## src/hw/rtl/slnp_pkg.sv

```systemverilog
// Shared types and constants of the slot/name list parser.
// Used by every module under hw/rtl; depends on nothing.
package slnp_pkg;

	localparam int SLOT_COUNT_DEF  = 2;
	localparam int MAX_PAYLOAD_DEF = 65535;
	localparam int QUEUE_DEPTH_DEF = 4;
	localparam int CNT_W           = 14;

	typedef enum logic [1:0] {
		KIND_CHAR = 2'd0,
		KIND_END  = 2'd1,
		KIND_SUM  = 2'd2
	} kind_t;

	// Everything one input byte causes: an optional entry result, then an optional summary.
	typedef struct packed {
		logic             has_prim;
		logic             prim_end;
		logic [7:0]       slot;
		logic [7:0]       name_char;
		logic             name_present;
		logic             has_sum;
		logic             valid_res;
		logic [31:0]      declared;
		logic [CNT_W-1:0] parsed;
		logic [CNT_W-1:0] accepted;
		logic [CNT_W-1:0] rejected;
	} evt_t;

endpackage

```

## src/hw/rtl/slot_name_list_parser.sv

```systemverilog
// Top level of the slot/name list parser: front parser, record queue and output back end.
// Depends on slnp_pkg, slnp_front, slnp_queue and slnp_back.
//
//   channel   handshake          payload
//   input     push / full        data_byte, last_byte, frame_len
//   result    pop / empty        kind, slot, name_char, name_present, valid_res,
//                                declared_count, parsed_count, accepted_count,
//                                rejected_count, last_result
//
// One input byte is taken per cycle while the record queue has room; a result beat is
// written to the queue and shows up on the ports once the records ahead of it are popped.
// A byte that causes two results occupies the output side for two beats, so output pop
// rate sets sustained throughput. full rises only when QUEUE_DEPTH records wait unread.
// arst_n clears the parser to the header phase and empties the queue.
module slot_name_list_parser #(
	parameter int SLOT_COUNT  = slnp_pkg::SLOT_COUNT_DEF,
	parameter int MAX_PAYLOAD = slnp_pkg::MAX_PAYLOAD_DEF,
	parameter int QUEUE_DEPTH = slnp_pkg::QUEUE_DEPTH_DEF
) (
	input  logic                       clk,
	input  logic                       arst_n,
	input  logic                       push,
	output logic                       full,
	input  logic [7:0]                 data_byte,
	input  logic                       last_byte,
	input  logic [15:0]                frame_len,
	output logic                       empty,
	input  logic                       pop,
	output logic [1:0]                 kind,
	output logic [7:0]                 slot,
	output logic [7:0]                 name_char,
	output logic                       name_present,
	output logic                       valid_res,
	output logic [31:0]                declared_count,
	output logic [slnp_pkg::CNT_W-1:0] parsed_count,
	output logic [slnp_pkg::CNT_W-1:0] accepted_count,
	output logic [slnp_pkg::CNT_W-1:0] rejected_count,
	output logic                       last_result
);

	slnp_pkg::evt_t new_evt, head_evt;
	logic           take, evt_push, q_rd;

	assign take = push && !full;

	slnp_front #(
		.SLOT_COUNT (SLOT_COUNT),
		.MAX_PAYLOAD(MAX_PAYLOAD)
	) u_front (
		.clk      (clk),
		.arst_n   (arst_n),
		.take     (take),
		.data_byte(data_byte),
		.last_byte(last_byte),
		.frame_len(frame_len),
		.evt_push (evt_push),
		.evt      (new_evt)
	);

	slnp_queue #(
		.DEPTH(QUEUE_DEPTH)
	) u_queue (
		.clk    (clk),
		.arst_n (arst_n),
		.wr_en  (evt_push),
		.wr_evt (new_evt),
		.rd_en  (q_rd),
		.rd_evt (head_evt),
		.q_full (full),
		.q_empty(empty)
	);

	slnp_back u_back (
		.clk           (clk),
		.arst_n        (arst_n),
		.head          (head_evt),
		.q_empty       (empty),
		.pop           (pop),
		.q_rd          (q_rd),
		.kind          (kind),
		.slot          (slot),
		.name_char     (name_char),
		.name_present  (name_present),
		.valid_res     (valid_res),
		.declared_count(declared_count),
		.parsed_count  (parsed_count),
		.accepted_count(accepted_count),
		.rejected_count(rejected_count),
		.last_result   (last_result)
	);

endmodule

```

## src/hw/rtl/slnp_front.sv

```systemverilog
// Front end of the parser: takes one payload byte a cycle while take is high, walks the
// header and entries, and builds the result record for the queue. Depends on slnp_pkg.
module slnp_front #(
	parameter int SLOT_COUNT  = slnp_pkg::SLOT_COUNT_DEF,
	parameter int MAX_PAYLOAD = slnp_pkg::MAX_PAYLOAD_DEF
) (
	input  logic              clk,
	input  logic              arst_n,
	input  logic              take,
	input  logic [7:0]        data_byte,
	input  logic              last_byte,
	input  logic [15:0]       frame_len,
	output logic              evt_push,
	output slnp_pkg::evt_t    evt
);

	typedef enum logic [4:0] {
		PH_HEADER = 5'b00001,
		PH_SLOT   = 5'b00010,
		PH_NAME   = 5'b00100,
		PH_DONE   = 5'b01000,
		PH_BAD    = 5'b10000
	} phase_t;

	localparam int CW = slnp_pkg::CNT_W;

	phase_t         phase_q, phase_d;
	logic [1:0]     pos_q, pos_d;
	logic [31:0]    hc_q, hc_d, hc_asm;
	logic [7:0]     slot_lo_q, slot_lo_d;
	logic           slot_hi_q, slot_hi_d;
	logic           slot_ok_q, slot_ok_d;
	logic           seen_q, seen_d;
	logic [CW-1:0]  parsed_q, parsed_d;
	logic [CW-1:0]  accepted_q, accepted_d;
	logic [CW-1:0]  rejected_q, rejected_d;
	logic [15:0]    len_c;
	logic [34:0]    hc_x5;
	logic           byte_nz;

	assign byte_nz = (data_byte != 8'd0);
	assign len_c = (frame_len > 16'(MAX_PAYLOAD)) ? 16'(MAX_PAYLOAD) : frame_len;
	// count > (len - 4) / 5 holds exactly when 5 * count > len - 4.
	assign hc_x5 = {1'b0, hc_asm, 2'b00} + {3'b000, hc_asm};

	always_comb begin
		hc_asm = hc_q;
		case (pos_q)
			2'd0: hc_asm[7:0]   = data_byte;
			2'd1: hc_asm[15:8]  = data_byte;
			2'd2: hc_asm[23:16] = data_byte;
			2'd3: hc_asm[31:24] = data_byte;
			default: hc_asm = hc_q;
		endcase
	end

	always_comb begin
		phase_d    = phase_q;
		pos_d      = pos_q;
		hc_d       = hc_q;
		slot_lo_d  = slot_lo_q;
		slot_hi_d  = slot_hi_q;
		slot_ok_d  = slot_ok_q;
		seen_d     = seen_q;
		parsed_d   = parsed_q;
		accepted_d = accepted_q;
		rejected_d = rejected_q;
		evt        = '0;

		case (phase_q)
			PH_HEADER: begin
				hc_d  = hc_asm;
				pos_d = pos_q + 2'd1;
				if (pos_q == 2'd3) begin
					if (len_c < 16'd4) begin
						hc_d    = '0;
						phase_d = PH_BAD;
					end else if (hc_x5 > {19'd0, len_c - 16'd4}) begin
						phase_d = PH_BAD;
					end else if (hc_asm == 32'd0) begin
						phase_d = PH_DONE;
					end else begin
						phase_d = PH_SLOT;
					end
				end
			end
			PH_SLOT: begin
				pos_d = pos_q + 2'd1;
				if (pos_q == 2'd0) begin
					slot_lo_d = data_byte;
					slot_hi_d = 1'b0;
				end else begin
					slot_hi_d = slot_hi_q | byte_nz;
				end
				if (pos_q == 2'd3) begin
					slot_ok_d = !(slot_hi_q | byte_nz) && ({1'b0, slot_lo_q} < 9'(SLOT_COUNT));
					seen_d    = 1'b0;
					phase_d   = PH_NAME;
				end
			end
			PH_NAME: begin
				if (byte_nz) begin
					seen_d = 1'b1;
					if (slot_ok_q) begin
						evt.has_prim  = 1'b1;
						evt.slot      = slot_lo_q;
						evt.name_char = data_byte;
					end
				end else begin
					parsed_d = parsed_q + CW'(1);
					if (slot_ok_q) begin
						evt.has_prim     = 1'b1;
						evt.prim_end     = 1'b1;
						evt.slot         = slot_lo_q;
						evt.name_present = seen_q;
						accepted_d       = accepted_q + CW'(1);
					end else begin
						rejected_d = rejected_q + CW'(1);
					end
					if ({{(32-CW){1'b0}}, parsed_d} == hc_q) begin
						phase_d = PH_DONE;
					end else begin
						pos_d   = 2'd0;
						phase_d = PH_SLOT;
					end
				end
			end
			default: begin
			end
		endcase

		if (last_byte) begin
			evt.has_sum   = 1'b1;
			evt.valid_res = (phase_d == PH_DONE);
			evt.declared  = (phase_d == PH_HEADER) ? 32'd0 : hc_d;
			evt.parsed    = parsed_d;
			evt.accepted  = accepted_d;
			evt.rejected  = rejected_d;
			phase_d       = PH_HEADER;
			pos_d         = 2'd0;
			hc_d          = '0;
			slot_lo_d     = '0;
			slot_hi_d     = 1'b0;
			slot_ok_d     = 1'b0;
			seen_d        = 1'b0;
			parsed_d      = '0;
			accepted_d    = '0;
			rejected_d    = '0;
		end
	end

	assign evt_push = take && (evt.has_prim || evt.has_sum);

	always_ff @(posedge clk or negedge arst_n) begin
		if (!arst_n) begin
			phase_q    <= PH_HEADER;
			pos_q      <= '0;
			hc_q       <= '0;
			slot_lo_q  <= '0;
			slot_hi_q  <= 1'b0;
			slot_ok_q  <= 1'b0;
			seen_q     <= 1'b0;
			parsed_q   <= '0;
			accepted_q <= '0;
			rejected_q <= '0;
		end else if (take) begin
			phase_q    <= phase_d;
			pos_q      <= pos_d;
			hc_q       <= hc_d;
			slot_lo_q  <= slot_lo_d;
			slot_hi_q  <= slot_hi_d;
			slot_ok_q  <= slot_ok_d;
			seen_q     <= seen_d;
			parsed_q   <= parsed_d;
			accepted_q <= accepted_d;
			rejected_q <= rejected_d;
		end
	end

	// A final byte always leaves the parser ready for a fresh header.
	a_last_resets: assert property (@(posedge clk) disable iff (!arst_n)
		take && last_byte |=> phase_q == PH_HEADER && parsed_q == '0 && pos_q == 2'd0)
		else $error("parser did not return to header after final byte");

	// Entry counts stay consistent: every parsed entry was accepted or rejected.
	a_count_split: assert property (@(posedge clk) disable iff (!arst_n)
		parsed_q == accepted_q + rejected_q)
		else $error("parsed count differs from accepted plus rejected");

endmodule

```

## src/hw/rtl/slnp_queue.sv

```systemverilog
// Short register queue of result records between the parser front and the output back.
// Depends on slnp_pkg for the record type.
module slnp_queue #(
	parameter int DEPTH = slnp_pkg::QUEUE_DEPTH_DEF
) (
	input  logic           clk,
	input  logic           arst_n,
	input  logic           wr_en,
	input  slnp_pkg::evt_t wr_evt,
	input  logic           rd_en,
	output slnp_pkg::evt_t rd_evt,
	output logic           q_full,
	output logic           q_empty
);

	localparam int PW = (DEPTH > 1) ? $clog2(DEPTH) : 1;
	localparam int CNW = $clog2(DEPTH + 1);

	slnp_pkg::evt_t  mem_q [DEPTH];
	logic [PW-1:0]   wr_ptr_q, rd_ptr_q;
	logic [CNW-1:0]  count_q;
	logic            do_wr, do_rd;

	assign q_full  = (count_q == CNW'(DEPTH));
	assign q_empty = (count_q == '0);
	assign do_wr   = wr_en && !q_full;
	assign do_rd   = rd_en && !q_empty;
	assign rd_evt  = mem_q[rd_ptr_q];

	always_ff @(posedge clk) begin
		if (do_wr) begin
			mem_q[wr_ptr_q] <= wr_evt;
		end
	end

	always_ff @(posedge clk or negedge arst_n) begin
		if (!arst_n) begin
			wr_ptr_q <= '0;
			rd_ptr_q <= '0;
			count_q  <= '0;
		end else begin
			if (do_wr) begin
				wr_ptr_q <= (wr_ptr_q == PW'(DEPTH - 1)) ? '0 : wr_ptr_q + PW'(1);
			end
			if (do_rd) begin
				rd_ptr_q <= (rd_ptr_q == PW'(DEPTH - 1)) ? '0 : rd_ptr_q + PW'(1);
			end
			case ({do_wr, do_rd})
				2'b10:   count_q <= count_q + CNW'(1);
				2'b01:   count_q <= count_q - CNW'(1);
				default: count_q <= count_q;
			endcase
		end
	end

	a_count_bound: assert property (@(posedge clk) disable iff (!arst_n)
		count_q <= CNW'(DEPTH))
		else $error("queue occupancy beyond depth");

	a_count_track: assert property (@(posedge clk) disable iff (!arst_n)
		do_wr && !do_rd |=> count_q == $past(count_q) + CNW'(1))
		else $error("queue occupancy lost a write");

endmodule

```

## src/hw/rtl/slnp_back.sv

```systemverilog
// Back end: unpacks each queued record into one or two result beats on the output ports.
// Depends on slnp_pkg.
module slnp_back (
	input  logic                             clk,
	input  logic                             arst_n,
	input  slnp_pkg::evt_t                   head,
	input  logic                             q_empty,
	input  logic                             pop,
	output logic                             q_rd,
	output logic [1:0]                       kind,
	output logic [7:0]                       slot,
	output logic [7:0]                       name_char,
	output logic                             name_present,
	output logic                             valid_res,
	output logic [31:0]                      declared_count,
	output logic [slnp_pkg::CNT_W-1:0]       parsed_count,
	output logic [slnp_pkg::CNT_W-1:0]       accepted_count,
	output logic [slnp_pkg::CNT_W-1:0]       rejected_count,
	output logic                             last_result
);

	// Set once the entry beat of a two-beat record has gone out.
	logic sum_sel_q;
	logic show_prim;

	assign show_prim = head.has_prim && !sum_sel_q;

	always_comb begin
		kind           = slnp_pkg::KIND_SUM;
		slot           = '0;
		name_char      = '0;
		name_present   = 1'b0;
		valid_res      = 1'b0;
		declared_count = '0;
		parsed_count   = '0;
		accepted_count = '0;
		rejected_count = '0;
		last_result    = 1'b1;
		if (show_prim) begin
			kind         = head.prim_end ? slnp_pkg::KIND_END : slnp_pkg::KIND_CHAR;
			slot         = head.slot;
			name_char    = head.prim_end ? 8'd0 : head.name_char;
			name_present = head.prim_end && head.name_present;
			last_result  = !head.has_sum;
		end else begin
			valid_res      = head.valid_res;
			declared_count = head.declared;
			parsed_count   = head.parsed;
			accepted_count = head.accepted;
			rejected_count = head.rejected;
		end
	end

	assign q_rd = pop && !q_empty && last_result;

	always_ff @(posedge clk or negedge arst_n) begin
		if (!arst_n) begin
			sum_sel_q <= 1'b0;
		end else if (pop && !q_empty) begin
			sum_sel_q <= !last_result;
		end
	end

	a_sum_sel_legal: assert property (@(posedge clk) disable iff (!arst_n)
		sum_sel_q && !q_empty |-> head.has_prim && head.has_sum)
		else $error("second beat selected on a single-beat record");

endmodule
```

## config.mk

```make
export PLATFORM = sky130hd
export DESIGN_NAME = slot_name_list_parser
export DESIGN_NICKNAME = d
export VERILOG_FILES = /design/src/hw/rtl/slnp_pkg.sv /design/src/hw/rtl/slot_name_list_parser.sv /design/src/hw/rtl/slnp_front.sv /design/src/hw/rtl/slnp_queue.sv /design/src/hw/rtl/slnp_back.sv
export SDC_FILE = /design/constraint.sdc
export NUM_CORES = 1
export LEC_CHECK = 0
export BUFFER_PORTS_ARGS = -buffer_cell sky130_fd_sc_hd__clkbuf_2
export CELL_PAD_IN_SITES_DETAIL_PLACEMENT = 0
export CELL_PAD_IN_SITES_GLOBAL_PLACEMENT = 1
export CORE_MARGIN = 4
export CORE_UTILIZATION = 46
export DETAILED_ROUTE_END_ITERATION = 10
export PLACE_DENSITY = 0.82
export SYNTH_ARGS = -nofsm -noshare
export SYNTH_HDL_FRONTEND = slang
export SYNTH_SLANG_ARGS = --single-unit
```

## constraint.sdc

```tcl
create_clock -name clk -period 5 [get_ports clk]
set_input_delay 0.5 -clock clk [delete_from_list [all_inputs] [get_ports clk]]
set_output_delay 0.5 -clock clk [all_outputs]
set_load 0.02 [all_outputs]
```

==> results.py, run 1 <==
metrics = {
    "placed_design": {
        "pre_cts_ws_ps": -304.9,
        "place.gp.congestion": 0.9371,
        "io_buffers": 125,
        "dp_hpwl_um": 43680,
        "post_dp_cell_area_um2": 26620,
        "place_inst": 2746,
    },
    "floorplan": {
        "die_w_um": 237.9,
        "die-area_um2": 56600,
        "rows": 83,
        "start_util_pct": 46.92,
        "die_h_um": 237.9,
        "core_area_um2": 51820,
        "ios": 126,
    },
    "setup_path": {
        "startpoint_type": "flip-flop",
        "path_cells": "inv_2 > ha_4 > mux2_4 > ha_4 > fa_2 > a21o_1 > a21o_1 > a31oi_4 > a21oi_4 > a31o_4 > nor2_4 > xnor2_2 > ha_1 > a21o_1 > a21oi_2 > o21ai_1 > a22oi_1 > nand3b_1 > a2111o_1 > a211o_4 > or3_4 > o31ai_4 > and3_4",
        "crit_top_cell": "a21o_1",
        "crit_family": "compound AO/OA/AOI/OAI gates",
        "cp_slowest_cell": "dfrtp_1",
        "critical_path_class": "reg2reg",
        "crit_fanout": 6,
        "cp-end-kind": "flip-flop",
        "arrival_ps": 5730,
        "critPathLaunch": "u_front.pos_q[1]$_DFFE_PN0P_",
        "crit_required_ps": 5420,
        "max_stage_delay_ps": 390,
        "rr_startpoint": "u_front.pos_q[1]$_DFFE_PN0P_",
        "critPathBufInv": 1,
    },
    "pwr": {
        "irDropWorstVdd_mv": 0.2631,
        "p_leak_uw": 0.01079,
        "power.total_uw": 16390,
        "p_per_area_nw_per_um2": 579.8,
    },
    "route": {
        "wl_per_cell_um": 21.90,
        "vias_per_cell": 5.828,
        "dr.pass1.iters": 5,
        "vias": 16550,
        "drc": 0,
        "drtAntennaViolNets": 0,
        "drt-total-wl_um": 62170,
        "drt_iter0_markers": 1296,
    },
    "grt": {
        "grt_overflow": 0,
        "grt_max_degree": 69,
        "grtUsageTotal_pct": 21.69,
        "antenna_found_initial": 0,
        "grt_pass1_vias": 16880,
        "grt_pass1_wl_um": 97550,
    },
    "hold_path": {
        "min-delay-start": "pop",
        "hp-class": "in2reg",
    },
    "sta": {
        "rsz0062_at_grt": "true",
        "maxSlewViolCount": 0,
        "worst_slew_margin_rel_pct": 30.62,
        "layout_min_cycle_time_ps": 5310,
        "period_share_pct": 106.2,
        "setup_ws_ps": -310.1,
        "setup_viol": 6,
        "worst_pin_slew_ps": 1038,
        "timing.fmax_mhz": 188.3,
        "fin_skew_ps": 19.09,
        "hold_viol": 0,
    },
    "clocking": {
        "clk_pin_slew_ps": 60,
        "clock-sinks": 480,
        "cts_tree": "yes",
        "clk_latency_ps": 560,
        "ctsHtreeMaxLevel": 2,
        "cts_buffer_depth": 3,
        "cts_buffers": 45,
        "cts_root_buf": "clkbuf_16",
    },
    "synthesis": {
        "synth_edf_count": 380,
        "ys_types": 88,
        "ys_seq_area_share_pct": 57.23,
        "synth-seq-cells": 480,
        "synthArstFlopShare_pct": 20.83,
        "synth_flop_cell": "edfxtp_1",
        "syn_inst": 1909,
        "yosysWarnings": 0,
        "synth_area_per_cell_um2": 12.74,
        "synthesis.area_um2": 24310,
        "syn-num-nets": 1997,
    },
    "status": {
        "violations": "setup timing",
        "status": "finished with violations",
    },
    "final_layout": {
        "area_growth_pct": 16.25,
        "final_area_um2": 28270,
        "final_common_cell": "edfxtp_1",
        "final_cells": 2839,
        "fin_nets": 2214,
        "antenna-diode-count": 0,
        "drive_gt1_share_pct": 24.36,
        "layout_common_cells": "380 x edfxtp_1, 163 x buf_4, 144 x nand2_1, 123 x clkbuf_2, 106 x nor2_1",
    },
    "job": {
        "maxCapViolations": 0,
    },
}
==> metrics by stage <==
| stage | TNS (ps) | hold WS (ps) | util, % |
|---|---|---|---|
| 2_1_floorplan | 0 | 204.4 | - |
| 3_3_place_gp | -548.6 | 472.9 | 51.37 |
| 3_5_place_dp | -1447 | 498.6 | 51.37 |
| 4_1_cts | -924.3 | 279.8 | 54.23 |
| 5_1_grt | -3042 | 319.3 | 54.55 |
| 6_report | -1438 | 307.0 | 54.55 |
==> synth_stat cells (all sizes together) (5+ instances only) <==
cell    instances  area share (%)
nand3          36            0.76
nor2          108             1.7
nand2         146             2.3
dfrtp          99              10
or4            10            0.31
a31oi           9            0.36
and4            6            0.22
a211oi          7            0.22
mux2            8            0.39
nor2b          97             2.5
buf            21            0.43
nand4          25            0.64
a22oi          36             1.1
xor2           39             1.4
and3           28            0.72
edfxtp        380              47
a21boi          8            0.26
or2             5            0.13
a22o            8            0.29
o21bai          6            0.19
xnor2          53             1.9
ha             57             2.9
o211ai         14            0.43
o21ai         115             2.4
clkbuf        102             1.6
o21a            5            0.15
nand2b         10            0.26
mux4           95             8.8
inv            52            0.80
a221oi          6            0.24
or3            10            0.26
nor3           29            0.60
and2           56             1.4
mux2i          52             2.1
nor4           22            0.57
a21oi          64             1.3
a21o           19            0.59
==> logic make-up after synthesis <==
family                     share of synthesized area, %
DFF                                               57.23
and+or+nand+nor                                   12.82
adders and majority gates                         3.185
xor gates and xnor gates                          3.314
buffers and inverters                             2.810
muxes                                             11.33
AOI/OAI and AO/OA                                 9.314
==> power by group <==
| part | internal [uW] | switching, uW |
|---|---|---|
| Sequential | 4810 | 403 |
| Combinational | 3320 | 4620 |
| Clock | 1810 | 1420 |
| Total | 9940 | 6440 |
==> final cells by class <==
cell class              instances  area [um^2]
clock inverters                22        152.6
repair buffers                293         1946
multi-input cells            1254         9962
inverters                      52        195.2
clock buffers                  58         1237
well taps                     680        850.8
flip-flops and latches        480        13920
fillers                      4262        23560
==> flip-flops by register name, indices dropped and copies added (netlist names) <==
register            flops
u_queue.mem_q         380
u_front.slot_lo_q       8
u_queue.count_q         3
u_front.parsed_q       14
u_front.hc_q           32
u_back.sum_sel_q        1
u_front.rejected_q     14
u_front.slot_hi_q       1
u_queue.wr_ptr_q        2
u_front.seen_q          1
u_queue.rd_ptr_q        2
u_front.slot_ok_q       1
u_front.pos_q           2
u_front.accepted_q     14
u_front.phase_q         5
==> worst paths after layout <==
check / to / slack [ps] / cells after the start
min in group asynchronous: u_front.slot_lo_q[2]$_DFFE_PN0P_ / 540 / 2
max reg2reg: u_queue.mem_q[1][74]$_DFFE_PP_ / -310 / 23
min: u_back.sum_sel_q$_DFFE_PN0P_ / 310 / 3
max: u_queue.mem_q[1][74]$_DFFE_PP_ / -310 / 23
max in group asynchronous: u_front.phase_q[2]$_DFFE_PN0P_ / 3230 / 3
min reg2reg: u_front.accepted_q[13]$_DFFE_PN0P_ / 510 / 2
==> timing repair <==
action | in CTS | in global routing
endpoints found under the hold margin | 12 | 0
endpoints found under the setup margin | 6 | 7
gates resized for setup | 6 | 26
pin swaps | 4 | 10
hold buffers | 1 | 0
setup buffers | 7 | 5
cloned | 0 | 0
==> routing by layer <==
metal | global-route usage, % | vias to the layer above | wire (um)
met5 | 0 | - | 0
met4 | 6.706 | 0 | 1915
met3 | 2.219 | 102 | 2998
met2 | 36.84 | 466 | 30970
met1 | 29.77 | 8324 | 26290
li1 | - | 7654 | -
==> worst min-delay path, stage by stage <==
cell and delay [ps]:
clkbuf_2 110, nand2b_1 110, o21ai_0 80
No activity file was read; power rests on OpenSTA's default activity.
==> run 2: changes to the inputs <==
--- a/config.mk
+++ b/config.mk
@@ -11,7 +11,7 @@
 export CORE_MARGIN = 4
 export CORE_UTILIZATION = 46
 export DETAILED_ROUTE_END_ITERATION = 10
-export PLACE_DENSITY = 0.82
+export PLACE_DENSITY = 0.78
 export SYNTH_ARGS = -nofsm -noshare
 export SYNTH_HDL_FRONTEND = slang
 export SYNTH_SLANG_ARGS = --single-unit
==> run 2 against run 1 <==
Clock skew grew 6.2 ps. Sequential cell count is the same. Setup slack gained 79 ps. Critical path depth grew 1. Sequential power is essentially flat. Via count is essentially flat. The flow still finishes with violations (setup timing). Largest power group unchanged. Combinational power shrank 2%. Final cell count grew 0.67%.
==> results.py, run 2 (synthesis results as in run 1) <==
metrics = {
    "hold_path": {
        "hp-class": "in2async",
    },
    "floorplan": {
        "core_area_um2": 51820,
        "start_util_pct": 46.92,
        "die-area_um2": 56600,
        "rows": 83,
        "die_w_um": 237.9,
        "ios": 126,
        "die_h_um": 237.9,
    },
    "final_layout": {
        "post-route-util_pct": 54.91,
        "largestRegisters": "u_queue.mem_q (380), u_front.hc_q (32)",
        "largest_reg_flops": 380,
        "top_register": "u_queue.mem_q",
        "final_common_cell": "edfxtp_1",
        "layout_common_cells": "380 x edfxtp_1, 174 x buf_4, 145 x nand2_1, 123 x clkbuf_2, 107 x o21ai_0",
        "drive_gt1_share_pct": 24.71,
        "fin_nets": 2227,
        "final_area_um2": 28450,
        "final_cells": 2858,
        "area_growth_pct": 17.03,
    },
    "setup_path": {
        "crit_fanout": 4,
        "arrival_ps": 5670,
        "crit_top_cell": "a21o_1",
        "crit_required_ps": 5440,
        "cp-end-kind": "flip-flop",
        "critical_path_class": "reg2reg",
        "critPathBufInv": 2,
        "crit_cells": 24,
        "cp_slowest_cell": "dfrtp_1",
        "crit_family": "compound AO/OA/AOI/OAI gates",
        "startpoint_type": "flip-flop",
        "max_stage_delay_ps": 380,
        "reg2regPathDepth": 24,
        "path_cells": "inv_2 > ha_4 > buf_12 > mux2_4 > ha_4 > fa_2 > a21o_1 > a21o_1 > a31oi_4 > a21oi_2 > a31o_2 > nor2_2 > xnor2_1 > ha_1 > a21o_1 > a21oi_2 > o21ai_1 > a22oi_1 > nand3b_1 > a2111o_1 > a211o_1 > or3_1 > o31ai_2 > and3_4",
    },
    "sta": {
        "period_share_pct": 104.6,
        "maxSlewViolCount": 0,
        "holdWs_ps": 20.23,
        "setup_ws_ps": -230.8,
        "hold_viol": 0,
        "setup_viol": 6,
        "timing.fmax_mhz": 191.2,
        "fin_skew_ps": 25.30,
        "worst_pin_slew_ps": 1040,
        "rsz0062_at_grt": "true",
        "layout_min_cycle_time_ps": 5231,
        "worst_slew_margin_rel_pct": 30.48,
    },
    "placed_design": {
        "io_buffers": 125,
        "place.gp.congestion": 0.9334,
        "dp_hpwl_um": 43010,
        "post_dp_cell_area_um2": 26760,
        "place_inst": 2763,
    },
    "route": {
        "drc": 0,
        "vias_per_cell": 5.789,
        "drt-total-wl_um": 61580,
        "dr.pass1.iters": 5,
        "wl_per_cell_um": 21.55,
        "vias": 16550,
        "drt_iter0_markers": 1294,
        "drtAntennaViolNets": 0,
    },
    "clocking": {
        "cts_buffer_depth": 3,
        "clk_latency_ps": 590,
        "holdBufCountCts": 0,
        "cts_buffers": 47,
        "clk_pin_slew_ps": 60,
        "ctsHtreeMaxLevel": 2,
        "cts_root_buf": "clkbuf_16",
        "clock-sinks": 480,
        "cts_tree": "yes",
    },
    "grt": {
        "grt_max_degree": 88,
        "antenna_found_initial": 1,
        "grt_overflow": 0,
        "grt_pass1_vias": 16700,
        "grt_pass1_wl_um": 96660,
        "grtUsageTotal_pct": 21.52,
    },
    "pwr": {
        "pwr-share-seq_pct": 31.6,
        "pwr-share-clk_pct": 21.5,
        "p_comb_share_pct": 46.9,
        "p_int_uw": 10150,
        "p_per_area_nw_per_um2": 581.5,
        "p_sw_uw": 6396,
        "irDropWorstVdd_mv": 0.3026,
        "switching_share_pct": 38.65,
        "p_leak_uw": 0.01090,
    },
    "status": {
        "violations": "setup timing",
        "status": "finished with violations",
    },
    "job": {
        "maxCapViolations": 0,
    },
}
==> run 2: changes by cell type in the layout (fill, tap and decap cells not counted), moves of 3 or more <==
cell / delta
bufinv_16: +4
o21ai_1: -3
buf_4: +11
clkinv_1: +3
o21ai_0: +3
==> run 2: cell type report <==
cell class                 instances  area (um^2)
timing repair buffer             304         2047
tap                              680        850.8
antenna                            1        2.502
multi-input combinational       1254         9877
clock inverter                    30        294.0
fill                            4271        23370
inverter                          52        195.2
sequential                       480        13920
clock buffer                      57         1266
==> run 2: path summary, 6_finish.rpt <==
kind,end,slack [ps],from
max,u_queue.mem_q[0][74]$_DFFE_PP_,-230,u_front.pos_q[0]$_DFFE_PN0P_
min,u_queue.count_q[0]$_DFFE_PN0P_,20,arst_n
max reg2reg,u_queue.mem_q[0][74]$_DFFE_PP_,-230,u_front.pos_q[0]$_DFFE_PN0P_
min reg2reg,u_queue.count_q[2]$_DFFE_PN0P_,490,u_queue.count_q[2]$_DFFE_PN0P_
max in group asynchronous,u_front.phase_q[4]$_DFFE_PN0P_,3840,arst_n
min in group clk,u_back.sum_sel_q$_DFFE_PN0P_,260,pop
==> run 2: power by group through the flow <==
stage	combinational [uW]	sequential, uW	clock, uW
detailed placement	7630	5310	0
finish	7760	5230	3560
floorplan	4970	5070	0
global route	8360	5290	3800
global placement	7580	5290	0
CTS	7740	5230	3630
==> run 2: routing by layer <==
layer	routed length, um	GRT usage (%)
met2	30780	37.10
met3	2689	2.658
met4	1557	5.839
met1	26560	29.12
met5	0	0
==> run 2: metrics by stage <==
| stage | worst slack [ps] | setup TNS (ps) | total power (uW) |
|---|---|---|---|
| 2_1_floorplan | 7.023 | 0 | 10040 |
| 3_3_place_gp | -198.9 | -859.3 | 12870 |
| 3_5_place_dp | -349.8 | -1721 | 12940 |
| 4_1_cts | -225.8 | -1024 | 16610 |
| 5_1_grt | -444.1 | -2492 | 17460 |
| 6_report | -230.8 | -1036 | 16550 |
==> run 2: repair_timing <==
item,CTS,global route
gates resized for setup,5,11
pin swaps,4,5
buffers inserted,6,1
cloned,0,0
setup endpoints to repair,7,7
==> run 3: changes to the inputs <==
--- a/config.mk
+++ b/config.mk
@@ -9,9 +9,10 @@
 export CELL_PAD_IN_SITES_DETAIL_PLACEMENT = 0
 export CELL_PAD_IN_SITES_GLOBAL_PLACEMENT = 1
 export CORE_MARGIN = 4
-export CORE_UTILIZATION = 46
+export CORE_UTILIZATION = 48
+export CTS_BUF_LIST = sky130_fd_sc_hd__clkbuf_8
 export DETAILED_ROUTE_END_ITERATION = 10
-export PLACE_DENSITY = 0.78
+export PLACE_DENSITY = 0.81
 export SYNTH_ARGS = -nofsm -noshare
 export SYNTH_HDL_FRONTEND = slang
 export SYNTH_SLANG_ARGS = --single-unit
==> run 3 against run 2 <==
The flow finishes with violations (hold timing, setup timing). Global-route usage grew 1.7 points. Combinational power increased by 2%. Power is 2.5% lower. Clock power fell by 14%. Clock skew increased by 2.5 ps. Hold slack got worse by 22 ps. Routed wire length increased by 1.5%. Critical endpoint is now u_queue.mem_q[3][74]$_DFFE_PP_. Largest power group unchanged. Highest routed layer unchanged.
==> results.py, run 3 (synthesis results as in run 1) <==
metrics = {
    "final_layout": {
        "fin_nets": 2246,
        "largestRegisters": "u_queue.mem_q (380), u_front.hc_q (32)",
        "largest_reg_flops": 380,
        "post-route-util_pct": 56.40,
        "top_register": "u_queue.mem_q",
        "fill_cells": 4204,
        "drive_gt1_share_pct": 24.98,
        "area_growth_pct": 16.15,
        "final_common_cell": "edfxtp_1",
        "layout_common_cells": "380 x edfxtp_1, 165 x buf_4, 145 x nand2_1, 123 x clkbuf_2, 108 x o21ai_0",
    },
    "status": {
        "status": "finished with violations",
        "violations": "hold timing, setup timing",
    },
    "sta": {
        "timing.fmax_mhz": 190.9,
        "rsz0062_at_grt": "true",
        "hold_viol": 1,
        "layout_min_cycle_time_ps": 5238,
        "fin_skew_ps": 27.84,
        "setup_viol": 5,
        "period_share_pct": 104.8,
        "maxSlewViolCount": 0,
        "holdWs_ps": -1.468,
        "setup_ws_ps": -237.9,
        "worst_pin_slew_ps": 1033,
        "worst_slew_margin_rel_pct": 30.96,
    },
    "floorplan": {
        "start_util_pct": 48.56,
        "die-area_um2": 54320,
        "die_w_um": 233.1,
        "ios": 126,
        "core_area_um2": 50070,
        "die_h_um": 233.1,
        "rows": 82,
    },
    "setup_path": {
        "critical_path_class": "reg2reg",
        "reg2reg_slack_ps": -240,
        "startpoint_type": "flip-flop",
        "r2r_end": "u_queue.mem_q[3][74]$_DFFE_PP_",
        "crit_fanout": 7,
        "arrival_ps": 5730,
        "rr_startpoint": "u_front.pos_q[1]$_DFFE_PN0P_",
        "reg2regPathDepth": 24,
        "crit_required_ps": 5490,
        "cp-end-kind": "flip-flop",
    },
    "placed_design": {
        "io_buffers": 125,
        "place.gp.congestion": 0.9410,
        "pre_cts_ws_ps": -269.8,
        "dp_hpwl_um": 44180,
    },
    "pwr": {
        "irDropWorstVdd_mv": 0.2330,
        "p_per_area_nw_per_um2": 571.1,
        "p_leak_uw": 0.01087,
    },
    "clocking": {
        "clock-sinks": 480,
        "clk_pin_slew_ps": 70,
        "cts_root_buf": "clkbuf_8",
        "ctsHtreeMaxLevel": 3,
        "cts_tree": "yes",
        "cts_buffer_depth": 3,
        "clk_latency_ps": 630,
        "cts_buffers": 74,
        "holdBufCountCts": 0,
    },
    "route": {
        "top_layer": "met4",
        "dr_wl_met3_um": 2865,
        "wl_per_cell_um": 21.68,
        "drt-total-wl_um": 62520,
        "vias": 16700,
        "met2_length_um": 31350,
        "drt-met1-wl_um": 26550,
        "drc": 0,
        "drt_iter0_markers": 1467,
        "vias_per_cell": 5.789,
        "dr.pass1.iters": 5,
        "drtAntennaViolNets": 0,
    },
    "grt": {
        "grt_pass1_wl_um": 97510,
        "grt_overflow": 0,
        "grtUsageTotal_pct": 23.18,
        "grt_max_degree": 87,
        "grt_pass1_vias": 16960,
        "antenna_found_initial": 2,
    },
    "job": {
        "maxCapViolations": 0,
    },
    "hold_path": {
        "hp-class": "in2async",
    },
}
[run 3: cell type report]
type,count,area (um^2),area share [%]
multi-input cells,1254,9921,35.13
well taps,672,840.8,2.977
inverters,52,195.2,0.6912
repair buffers,296,1991,7.049
flip-flops and latches,480,13920,49.30
clock inverters,51,306.5,1.085
diodes,2,5.005,0.01772
clock buffers,77,1060,3.753
[run 3: critical path, cell delays in order (launching register included)]
cell and delay, ps:
dfrtp_1 390, inv_2 80, ha_4 240, mux2_4 350, ha_4 180, buf_4 120
buf_4 130, a211oi_1 240, o21bai_1 130, o211ai_1 130, nand2_1 140, a31oi_1 210
o21ai_0 110, a21oi_1 180, xnor2_1 140, ha_1 280, and3_1 200, nor3b_1 140
o21ai_0 90, nand3b_1 110, a2111o_1 420, a211o_4 320, or3_4 350, o31ai_4 180
and3_4 230
[run 3: how the worst max path moves through the flow]
stage	cells after the start	to	slack [ps]	start
2_1_floorplan	24	u_queue.mem_q[0][74]$_DFFE_PP_	7	u_front.pos_q[0]$_DFFE_PN0P_
3_3_place_gp	21	u_queue.mem_q[0][74]$_DFFE_PP_	-170	u_front.pos_q[1]$_DFFE_PN0P_
3_5_place_dp	23	u_queue.mem_q[0][74]$_DFFE_PP_	-270	u_front.pos_q[1]$_DFFE_PN0P_
4_1_cts	23	u_queue.mem_q[3][74]$_DFFE_PP_	-170	u_front.pos_q[0]$_DFFE_PN0P_
5_1_grt	23	u_queue.mem_q[3][74]$_DFFE_PP_	-470	u_front.pos_q[0]$_DFFE_PN0P_
6_report	24	u_queue.mem_q[3][74]$_DFFE_PP_	-240	u_front.pos_q[1]$_DFFE_PN0P_
[run 3: through the flow]
stage / total power, uW / area, um^2 / TNS, ps / hold slack (ps) / instances
2_1_floorplan: 10040 / 24370 / 0 / 204.4 / 1909
3_3_place_gp: 12860 / 26680 / -738.7 / 473.3 / 2744
3_5_place_dp: 12930 / 26680 / -1239 / 484.7 / 2744
4_1_cts: 16120 / 28140 / -728.7 / 10.86 / 2879
5_1_grt: 17050 / 28240 / -2621 / 52.40 / 2883
6_report: 16130 / 28240 / -1071 / -1.468 / 2884
[run 3: repair_timing]
| item | in CTS | in global routing |
|---|---|---|
| endpoints found under the setup margin | 6 | 7 |
| buffers inserted | 7 | 3 |
| pin swaps | 5 | 6 |
| gates resized for setup | 10 | 12 |
| endpoints found under the hold margin | 0 | 0 |
[run 3: report_power, final]
group | switching (uW) | total (uW) | internal, uW
clock network | 1480 | 3060 | 1590
registers | 333 | 5150 | 4820
logic | 4650 | 7910 | 3260
[run 3: metal layers]
| layer | up-vias | global-route usage (%) |
|---|---|---|
| li1 | 7710 | - |
| met1 | 8408 | 30.70 |
| met2 | 482 | 39.30 |
| met3 | 95 | 3.622 |
| met4 | 0 | 7.770 |
| met5 | - | 0 |
